[src/rtl/core/rcfd_pkg.sv]
`timescale 1ns / 1ps
// ----------------------------------------------------------------------------
// rcfd_pkg
// Types and constants shared by the RC serial frame decoder modules.
// ----------------------------------------------------------------------------
package rcfd_pkg;

  localparam int STORE_DEPTH_DEF = 64;

  typedef enum logic [1:0] {
    PROTO_NONE = 2'd0,
    PROTO_SBUS = 2'd1,
    PROTO_IBUS = 2'd2,
    PROTO_CRSF = 2'd3
  } proto_t;

  localparam logic CFG_PROTOCOL = 1'b0;
  localparam logic CFG_GAP      = 1'b1;

  localparam logic [7:0] SBUS_START   = 8'h0F;
  localparam logic [6:0] SBUS_LEN     = 7'd25;
  localparam logic [6:0] SBUS_FLAGS   = 7'd23;
  localparam logic [7:0] IBUS_HEADER  = 8'h20;
  localparam logic [6:0] IBUS_LEN     = 7'd32;
  localparam logic [6:0] IBUS_CSUM_LO = 7'd30;
  localparam logic [7:0] CRSF_SYNC    = 8'hC8;
  localparam logic [7:0] CRSF_RC_TYPE = 8'h16;
  localparam logic [7:0] CRSF_MIN_LEN = 8'd2;
  localparam logic [7:0] CRSF_MAX_LEN = 8'd62;
  localparam logic [7:0] CRSF_RC_MIN  = 8'd24;
  localparam logic [6:0] CRSF_TYPE_AT = 7'd2;
  localparam logic [15:0] CH_OFFSET   = 16'd880;
  localparam logic [8:0] IDLE_MAX     = 9'd511;

  localparam logic [4:0] BASE_SBUS = 5'd1;
  localparam logic [4:0] BASE_IBUS = 5'd2;
  localparam logic [4:0] BASE_CRSF = 5'd3;
  localparam logic [4:0] W_NARROW  = 5'd11;
  localparam logic [4:0] W_WIDE    = 5'd16;
  localparam logic [3:0] LAST_NARROW = 4'd15;
  localparam logic [3:0] LAST_WIDE   = 4'd13;

  typedef enum logic [1:0] {
    ST_IDLE = 2'd0,
    ST_READ = 2'd1,
    ST_ACC  = 2'd2,
    ST_EMIT = 2'd3
  } state_t;

  typedef struct packed {
    logic       cmd;
    logic [7:0] data_byte;
  } in_t;

  typedef struct packed {
    logic [3:0]  channel_index;
    logic [15:0] channel_value;
    logic [7:0]  sbus_flags;
    logic        last;
  } out_t;

  typedef struct packed {
    logic take;
    logic rd;
    logic acc;
    logic emit;
  } cmd_t;

  typedef struct packed {
    logic frame_go;
    logic have_ch;
    logic last_ch;
    logic out_free;
  } sts_t;

endpackage

[src/rtl/core/rc_serial_frame_decoder_top.sv]
`timescale 1ns / 1ps
// ----------------------------------------------------------------------------
// rc_serial_frame_decoder_top
// Decodes SBUS, iBUS or CRSF RC frames from received bytes into channels.
// ----------------------------------------------------------------------------
// Each input beat is a received byte or a 1 ms tick, taken only while idle.
// The beat completing a good frame starts unpacking: channels are read from
// the frame store one byte per read (one read port, registered), so a frame
// yields its 16 (or 14 iBUS) result beats: bytes are read and accumulated,
// and a channel is emitted once enough bits are held and the output is free,
// no beat is taken meanwhile. Result beats are held in an output register.
module rc_serial_frame_decoder_top #(
  parameter int STORE_DEPTH = rcfd_pkg::STORE_DEPTH_DEF
) (
  input  logic            clk,
  input  logic            rst_n,
  input  logic            in_valid,
  output logic            in_ready,
  input  rcfd_pkg::in_t   in_data,
  output logic            out_valid,
  input  logic            out_ready,
  output rcfd_pkg::out_t  out_data,
  input  logic            cfg_we,
  input  logic            cfg_index,
  input  logic [7:0]      cfg_wdata
);

  rcfd_pkg::cmd_t cmd;
  rcfd_pkg::sts_t sts;

  rcfd_ctrl u_ctrl (
    .clk      (clk),
    .rst_n    (rst_n),
    .in_valid (in_valid),
    .in_ready (in_ready),
    .sts      (sts),
    .cmd      (cmd)
  );

  rcfd_dp #(
    .STORE_DEPTH (STORE_DEPTH)
  ) u_dp (
    .clk       (clk),
    .rst_n     (rst_n),
    .in_data   (in_data),
    .cfg_we    (cfg_we),
    .cfg_index (cfg_index),
    .cfg_wdata (cfg_wdata),
    .out_ready (out_ready),
    .out_valid (out_valid),
    .out_data  (out_data),
    .cmd       (cmd),
    .sts       (sts)
  );

endmodule

[src/rtl/core/rcfd_ctrl.sv]
`timescale 1ns / 1ps
// ----------------------------------------------------------------------------
// rcfd_ctrl
// Sequencer: takes beats and walks channel unpacking of a finished frame.
// ----------------------------------------------------------------------------
module rcfd_ctrl (
  input  logic            clk,
  input  logic            rst_n,
  input  logic            in_valid,
  output logic            in_ready,
  input  rcfd_pkg::sts_t  sts,
  output rcfd_pkg::cmd_t  cmd
);

  rcfd_pkg::state_t state_r, state_nxt;

  always_ff @(posedge clk) begin
    if (!rst_n) begin
      state_r <= rcfd_pkg::ST_IDLE;
    end else begin
      state_r <= state_nxt;
    end
  end

  always_comb begin
    state_nxt = state_r;
    unique case (state_r)
      rcfd_pkg::ST_IDLE: begin
        if (in_valid && sts.frame_go) state_nxt = rcfd_pkg::ST_READ;
      end
      rcfd_pkg::ST_READ: state_nxt = rcfd_pkg::ST_ACC;
      rcfd_pkg::ST_ACC:  state_nxt = rcfd_pkg::ST_EMIT;
      rcfd_pkg::ST_EMIT: begin
        if (!sts.have_ch) begin
          state_nxt = rcfd_pkg::ST_READ;
        end else if (sts.out_free) begin
          state_nxt = sts.last_ch ? rcfd_pkg::ST_IDLE : rcfd_pkg::ST_READ;
        end
      end
      default: state_nxt = rcfd_pkg::ST_IDLE;
    endcase
  end

  always_comb begin
    in_ready = 1'b0;
    cmd      = '0;
    unique case (state_r)
      rcfd_pkg::ST_IDLE: begin
        in_ready = 1'b1;
        cmd.take = in_valid;
      end
      rcfd_pkg::ST_READ: cmd.rd  = 1'b1;
      rcfd_pkg::ST_ACC:  cmd.acc = 1'b1;
      rcfd_pkg::ST_EMIT: cmd.emit = sts.have_ch && sts.out_free;
      default: ;
    endcase
  end

endmodule

[src/rtl/core/rcfd_dp.sv]
`timescale 1ns / 1ps
// ----------------------------------------------------------------------------
// rcfd_dp
// Frame parser, frame byte store, channel unpacker and result register.
// ----------------------------------------------------------------------------
module rcfd_dp #(
  parameter int STORE_DEPTH = rcfd_pkg::STORE_DEPTH_DEF
) (
  input  logic            clk,
  input  logic            rst_n,
  input  rcfd_pkg::in_t   in_data,
  input  logic            cfg_we,
  input  logic            cfg_index,
  input  logic [7:0]      cfg_wdata,
  input  logic            out_ready,
  output logic            out_valid,
  output rcfd_pkg::out_t  out_data,
  input  rcfd_pkg::cmd_t  cmd,
  output rcfd_pkg::sts_t  sts
);

  localparam int AW = $clog2(STORE_DEPTH);

  logic [7:0] mem [STORE_DEPTH];
  logic [7:0] rd_data_r;

  rcfd_pkg::proto_t proto_r, proto_nxt;
  logic [7:0]  gap_r, gap_nxt;
  logic [6:0]  pos_r, pos_nxt, pos_eff, np;
  logic [7:0]  len_r, len_nxt, type_r, type_nxt, side_r, side_nxt;
  logic [7:0]  flags_r, flags_nxt;
  logic [8:0]  idle_r, idle_nxt;
  logic [15:0] sum_r, sum_nxt;
  logic        wr_en, go, hit, gap_hit;
  logic [7:0]  b, hdr;
  logic [4:0]  base;

  logic [23:0] acc_r;
  logic [4:0]  cnt_r, rd_addr_r, wdt;
  logic [3:0]  ch_r;
  logic        wide_r, out_valid_r;
  rcfd_pkg::out_t out_r;

  assign b       = in_data.data_byte;
  assign gap_hit = (proto_r == rcfd_pkg::PROTO_IBUS) && (idle_r > {1'b0, gap_r});
  assign pos_eff = gap_hit ? 7'd0 : pos_r;
  assign np      = pos_eff + 7'd1;

  always_comb begin
    unique case (proto_r)
      rcfd_pkg::PROTO_SBUS: hdr = rcfd_pkg::SBUS_START;
      rcfd_pkg::PROTO_IBUS: hdr = rcfd_pkg::IBUS_HEADER;
      default:              hdr = rcfd_pkg::CRSF_SYNC;
    endcase
  end

  assign hit = (pos_eff != 7'd0) || (b == hdr);

  always_comb begin
    proto_nxt = proto_r;
    gap_nxt   = gap_r;
    pos_nxt   = pos_r;
    len_nxt   = len_r;
    type_nxt  = type_r;
    side_nxt  = side_r;
    flags_nxt = flags_r;
    idle_nxt  = idle_r;
    sum_nxt   = sum_r;
    wr_en     = 1'b0;
    go        = 1'b0;
    base      = rcfd_pkg::BASE_SBUS;
    if (cmd.take && in_data.cmd) begin
      if (idle_r != rcfd_pkg::IDLE_MAX) idle_nxt = idle_r + 9'd1;
    end else if (cmd.take) begin
      unique case (proto_r)
        rcfd_pkg::PROTO_SBUS: begin
          if (hit) begin
            wr_en   = 1'b1;
            pos_nxt = np;
            if (pos_eff == rcfd_pkg::SBUS_FLAGS) side_nxt = b;
            if (np == rcfd_pkg::SBUS_LEN) begin
              pos_nxt = 7'd0;
              if (b == 8'd0) begin
                flags_nxt = side_r;
                go        = 1'b1;
              end
            end
          end
        end
        rcfd_pkg::PROTO_IBUS: begin
          idle_nxt = '0;
          pos_nxt  = pos_eff;
          base     = rcfd_pkg::BASE_IBUS;
          if (hit) begin
            wr_en   = 1'b1;
            pos_nxt = np;
            if (pos_eff == 7'd0) begin
              sum_nxt = 16'hFFFF - {8'd0, b};
            end else if (pos_eff < rcfd_pkg::IBUS_CSUM_LO) begin
              sum_nxt = sum_r - {8'd0, b};
            end
            if (pos_eff == rcfd_pkg::IBUS_CSUM_LO) side_nxt = b;
            if (np == rcfd_pkg::IBUS_LEN) begin
              pos_nxt = 7'd0;
              go      = (sum_r == {b, side_r});
            end
          end
        end
        rcfd_pkg::PROTO_CRSF: begin
          base = rcfd_pkg::BASE_CRSF;
          if (hit) begin
            wr_en   = 1'b1;
            pos_nxt = np;
            if (pos_eff == rcfd_pkg::CRSF_TYPE_AT) type_nxt = b;
            if (np == 7'd2) begin
              len_nxt = b;
              if (b < rcfd_pkg::CRSF_MIN_LEN || b > rcfd_pkg::CRSF_MAX_LEN) pos_nxt = 7'd0;
            end
            if (np > 7'd2 && {2'b0, np} == ({1'b0, len_r} + 9'd2)) begin
              pos_nxt = 7'd0;
              go = (type_r == rcfd_pkg::CRSF_RC_TYPE) && (len_r >= rcfd_pkg::CRSF_RC_MIN);
            end
          end
        end
        default: ;
      endcase
    end
    if (cfg_we) begin
      case (cfg_index)
        rcfd_pkg::CFG_PROTOCOL: begin
          proto_nxt = rcfd_pkg::proto_t'(cfg_wdata[1:0]);
          pos_nxt   = 7'd0;
        end
        rcfd_pkg::CFG_GAP: gap_nxt = cfg_wdata;
        default: ;
      endcase
    end
  end

  always_ff @(posedge clk) begin
    if (!rst_n) begin
      proto_r <= rcfd_pkg::PROTO_NONE;
      gap_r   <= 8'd10;
      pos_r   <= '0;
      len_r   <= '0;
      flags_r <= '0;
      idle_r  <= '0;
    end else begin
      proto_r <= proto_nxt;
      gap_r   <= gap_nxt;
      pos_r   <= pos_nxt;
      len_r   <= len_nxt;
      flags_r <= flags_nxt;
      idle_r  <= idle_nxt;
    end
  end

  always_ff @(posedge clk) begin
    type_r <= type_nxt;
    side_r <= side_nxt;
    sum_r  <= sum_nxt;
  end

  always_ff @(posedge clk) begin
    if (wr_en && ({2'b0, pos_eff} < 9'(STORE_DEPTH))) mem[AW'(pos_eff)] <= b;
    if (cmd.rd) rd_data_r <= mem[AW'(rd_addr_r)];
  end

  assign wdt = wide_r ? rcfd_pkg::W_WIDE : rcfd_pkg::W_NARROW;

  always_ff @(posedge clk) begin
    if (cmd.take && go) begin
      acc_r     <= '0;
      cnt_r     <= '0;
      ch_r      <= '0;
      rd_addr_r <= base;
      wide_r    <= (proto_r == rcfd_pkg::PROTO_IBUS);
    end else begin
      if (cmd.rd) rd_addr_r <= rd_addr_r + 5'd1;
      if (cmd.acc) begin
        acc_r <= acc_r | ({16'd0, rd_data_r} << cnt_r);
        cnt_r <= cnt_r + 5'd8;
      end
      if (cmd.emit) begin
        acc_r <= wide_r ? (acc_r >> 16) : (acc_r >> 11);
        cnt_r <= cnt_r - wdt;
        ch_r  <= ch_r + 4'd1;
      end
    end
  end

  always_ff @(posedge clk) begin
    if (!rst_n) begin
      out_valid_r <= 1'b0;
    end else if (cmd.emit) begin
      out_valid_r <= 1'b1;
    end else if (out_ready) begin
      out_valid_r <= 1'b0;
    end
  end

  always_ff @(posedge clk) begin
    if (cmd.emit) begin
      out_r.channel_index <= ch_r;
      out_r.channel_value <= wide_r ? acc_r[15:0] : ({5'd0, acc_r[10:0]} + rcfd_pkg::CH_OFFSET);
      out_r.sbus_flags    <= flags_r;
      out_r.last          <= sts.last_ch;
    end
  end

  assign sts.frame_go = go;
  assign sts.have_ch  = (cnt_r >= wdt);
  assign sts.last_ch  = (ch_r == (wide_r ? rcfd_pkg::LAST_WIDE : rcfd_pkg::LAST_NARROW));
  assign sts.out_free = !out_valid_r || out_ready;

  assign out_valid = out_valid_r;
  assign out_data  = out_r;

  a_emit_free: assert property (@(posedge clk) disable iff (!rst_n)
    cmd.emit |-> (!out_valid_r || out_ready)) else $error("result overwritten");
  a_cnt_range: assert property (@(posedge clk) disable iff (!rst_n)
    cmd.acc |-> (cnt_r < 5'd16)) else $error("unpack bit count overflow");
  a_pos_range: assert property (@(posedge clk) disable iff (!rst_n)
    pos_r < 7'd64) else $error("byte position out of range");
  a_emit_go: assert property (@(posedge clk) disable iff (!rst_n)
    (cmd.take && go) |=> !cmd.emit) else $error("emit right after frame start");

endmodule
[config.mk]
export PLATFORM = sky130hd
export DESIGN_NAME = rc_serial_frame_decoder_top
export DESIGN_NICKNAME = d
export VERILOG_FILES = /design/src/rtl/core/rcfd_pkg.sv /design/src/rtl/core/rc_serial_frame_decoder_top.sv /design/src/rtl/core/rcfd_ctrl.sv /design/src/rtl/core/rcfd_dp.sv
export SDC_FILE = /design/constraint.sdc
export NUM_CORES = 1
export LEC_CHECK = 0
export ABC_AREA = 0
export BUFFER_PORTS_ARGS = -buffer_cell sky130_fd_sc_hd__buf_2
export CAP_MARGIN = 20
export CORE_MARGIN = 2
export CORE_UTILIZATION = 45
export CTS_BUF_LIST = sky130_fd_sc_hd__clkbuf_4
export CTS_CLUSTER_SIZE = 20
export DETAILED_ROUTE_END_ITERATION = 7
export GPL_TIMING_DRIVEN = 0
export SLEW_MARGIN = 25
export SYNTH_ARGS = -nofsm -noshare
export SYNTH_HDL_FRONTEND = slang
export SYNTH_SLANG_ARGS = --single-unit
[constraint.sdc]
create_clock -name clk -period 4.9 [get_ports clk]
set_clock_uncertainty 0.05 [all_clocks]
set_input_delay 0.245 -clock clk [delete_from_list [all_inputs] [get_ports clk]]
set_output_delay 0.245 -clock clk [all_outputs]
set_load 0.03 [all_outputs]
==> run metrics <==
1st-iter DRT viols 786; max-slew violation count 0; Power Density about 320 nW/µm²; Post-Syn Area between 15000 and 20000 µm²; Final min period 4.67 ns; post-DR wirelength/cell 21.4 µm; clock power share 0.434; hold crit path type in2reg; Final #Nets 1587; Num CTS Buffers ~110; Tot GR Track Use 0.215; Antenna Violating Nets Remaining 0; Mapped Cells between 1000 and 1500; largest net degree at the start of global routing 42; mux cell area share after synthesis 0.124; Critical Path Fanout Max 10; commonest non-fill, non-tap cell in the layout edfxtp_1; row cnt 74; HPWL after DPL between 30000 and 40000 µm; Reg2Reg Setup Slack 0.23 ns; main combinational cell family by area after synthesis multiplexers; FF-to-FF Start u_dp.idle_r[2]; H-tree levels 3; share of cells above drive strength 1 0.249; CP most frequent cell buf_4; element type at the critical path end flop; RSZ-0062 raised after global routing yes; clock latency on the worst-skew pair 0.80 ns; CP required 5.38 ns; outcome finished clean; Final period util 0.953; crit path DAT 5.14 ns; max-cap violations 0; most frequent cells in the layout 331 x edfxtp_1, 160 x clkbuf_4, 99 x nor2_1; Post-synth ARST share 0; P&R area growth vs syn 15.3%; slew margin rel. 0.377; die area 43000 µm²; Ys Warns 0; post-synthesis compound-gate area fraction 0.0735; CTS sink cnt 409; clock buffer depth 3; Syn Nets approximately 1400; #FFs+latches synth 409; Die Wd 207 µm; initial antenna violation count 1; Reg power frac 0.541; routed wire length about 46000 µm; register area share after synthesis 0.617; simple-gate area share of the yosys netlist 0.106; Setup Crit Path Kind reg2reg; root buf cell clkbuf_4; Power Internal 5.44 mW; pre-CTS setup slack -0.130 ns; IO Count between 50 and 60; Fin. Hold Viols 0; routed vias/inst between 5 and 6; number of synthesized flops with an enable pin 331; Port Buffers 53; FMAX 214 MHz; CP Cell Sequence ha_1 > a21oi_1 > o221ai_1 > a21oi_2 > nand2b_1 > buf_4 > nand2_1 > inv_1 > ha_4 > buf_4 > and3b_1 > o221ai_1 > a211oi_2 > nand3_1 > a21boi_1 > o21a_1 > buf_4 > mux2_1; startpoint type of the worst setup path flop; core area a little over 40000 µm²; predominant post-synthesis flop cell edfxtp_1; Chip Height 207 µm; vias in the first global route approximately 12000; Min-Delay Startpoint in_data[2]; Final GP Congestion roughly 0.9; adder-cell share of the synthesized area 0.0290; clock-pin slew on the worst setup and hold paths 0.07 ns; Net Sw Frac 0.215; CTS tree done; DR vias 11900; first-pass GRT wire length 70300 µm; Crit. Startpoint u_dp.idle_r[2]; DRC 0; slowest stage cell, crit path dfxtp_1; worst hold slack ~0.081 ns; leakage ~7.3 nW; worst vdd ir 0.204 mV; Starting Density 0.456; First-pass DRT Iterations 5; total congestion overflow 0; CP peak stage delay 0.42 ns; worst slew pin tran 0.934 ns; Synth Area in XOR/XNOR 0.0252; Logic pwr share 0.025; count of cell types in the netlist 85; Post-Syn Area per Cell between 10 and 15 µm²; Switch Pwr 1.49 mW; # setup viols final 0; Final WS setup 0.232 ns
-- synth_stat cells, types with 27 or more instances --
master | number | area (µm²)
edfxtp_1 | 331 | 9940
nor2_1 | 103 | 387
nand3_1 | 37 | 185
o21ai_0 | 36 | 180
clkbuf_1 | 40 | 150
ha_1 | 40 | 500
mux4_2 | 80 | 1800
a21oi_1 | 45 | 225
nor2b_1 | 32 | 200
dfxtp_1 | 78 | 1560
xnor2_1 | 32 | 280
inv_1 | 44 | 165
nand2_1 | 75 | 282
a211oi_1 | 27 | 203
mux2i_1 | 35 | 350
-- flip-flops by register name (all words and copies together), names as in the netlist, 9 cells and up --
| name | flops |
|---|---|
| u_dp.acc_r | 24 |
| u_dp.mem | 256 |
| u_dp.sum_r | 16 |
| u_dp.idle_r | 9 |
| u_dp.out_data | 29 |
-- path summary, 6_finish.rpt --
| check | endpoint | depth (start not counted) |
|---|---|---|
| max | u_dp.rd_addr_r[1] | 18 |
| min | u_dp.type_r[2] | 1 |
| max reg2reg | u_dp.rd_addr_r[1] | 18 |
| min reg2reg | u_dp.out_data[6] | 0 |
-- metal layers --
layer / routed length [µm] / share of wire / GRT usage
met5: 0 / 0 / 0
met4: 1410 / 0.031 / 0.0874
met3: 2380 / 0.052 / 0.0369
met2: 22300 / 0.49 / 0.357
met1: 19500 / 0.43 / 0.281
-- final cells by class --
cell class | count | area, µm²
antenna | 1 | 2.50
multi-input combinational | 795 | 6730
fill | 3428 | 19400
tap | 532 | 666
timing repair buffer | 99 | 708
inverter | 46 | 173
clock inverter | 23 | 184
buffer | 66 | 303
clock buffer | 160 | 1200
sequential | 409 | 11500
-- power by group through the flow --
| stage | registers (mW) | logic, mW | clock network, mW |
|---|---|---|---|
| after floorplan | 3.83 | 0.0726 | 0 |
| after global placement | 3.83 | 0.150 | 0 |
| after detailed placement | 3.83 | 0.154 | 0 |
| after CTS | 3.75 | 0.175 | 3.10 |
| after global routing | 3.75 | 0.194 | 3.26 |
| final | 3.75 | 0.176 | 3.01 |
-- worst max-delay path: cells and delay by family, from the launching register on --
kind	cells	cell delay [ns]
fa+ha+maj	2	0.50
compound gates	7	1.54
simple gates	4	0.70
flops	1	0.42
buf+inv	4	0.85
mux	1	0.34
-- cells by family after synthesis --
group,count (synthesis)
fa+ha+maj,42
simple gates,368
xor+xnor,52
buf+inv,112
compound gates,204
flops,409
mux,129
-- timing repair --
item,CTS,global route
hold buffers,35,0
pin swaps,1,4
endpoints found under the setup margin,10,123
gates resized for setup,4,6
setup buffers,0,2
hold endpoints to repair,171,0
-- stage by stage --
stage	instances	total power [mW]	TNS, ns	utilization	area [µm²]
final	2131	6.94	0	0.526	21500
after global routing	2131	7.21	-0.0771	0.526	21500
after CTS	2128	7.02	0	0.525	21400
after detailed placement	1910	3.98	-0.616	0.482	19700
after global placement	1901	3.98	-15.59	0.479	19600
after floorplan	1316	3.90	0	-	18600
(Power assumes the default switching activity.)
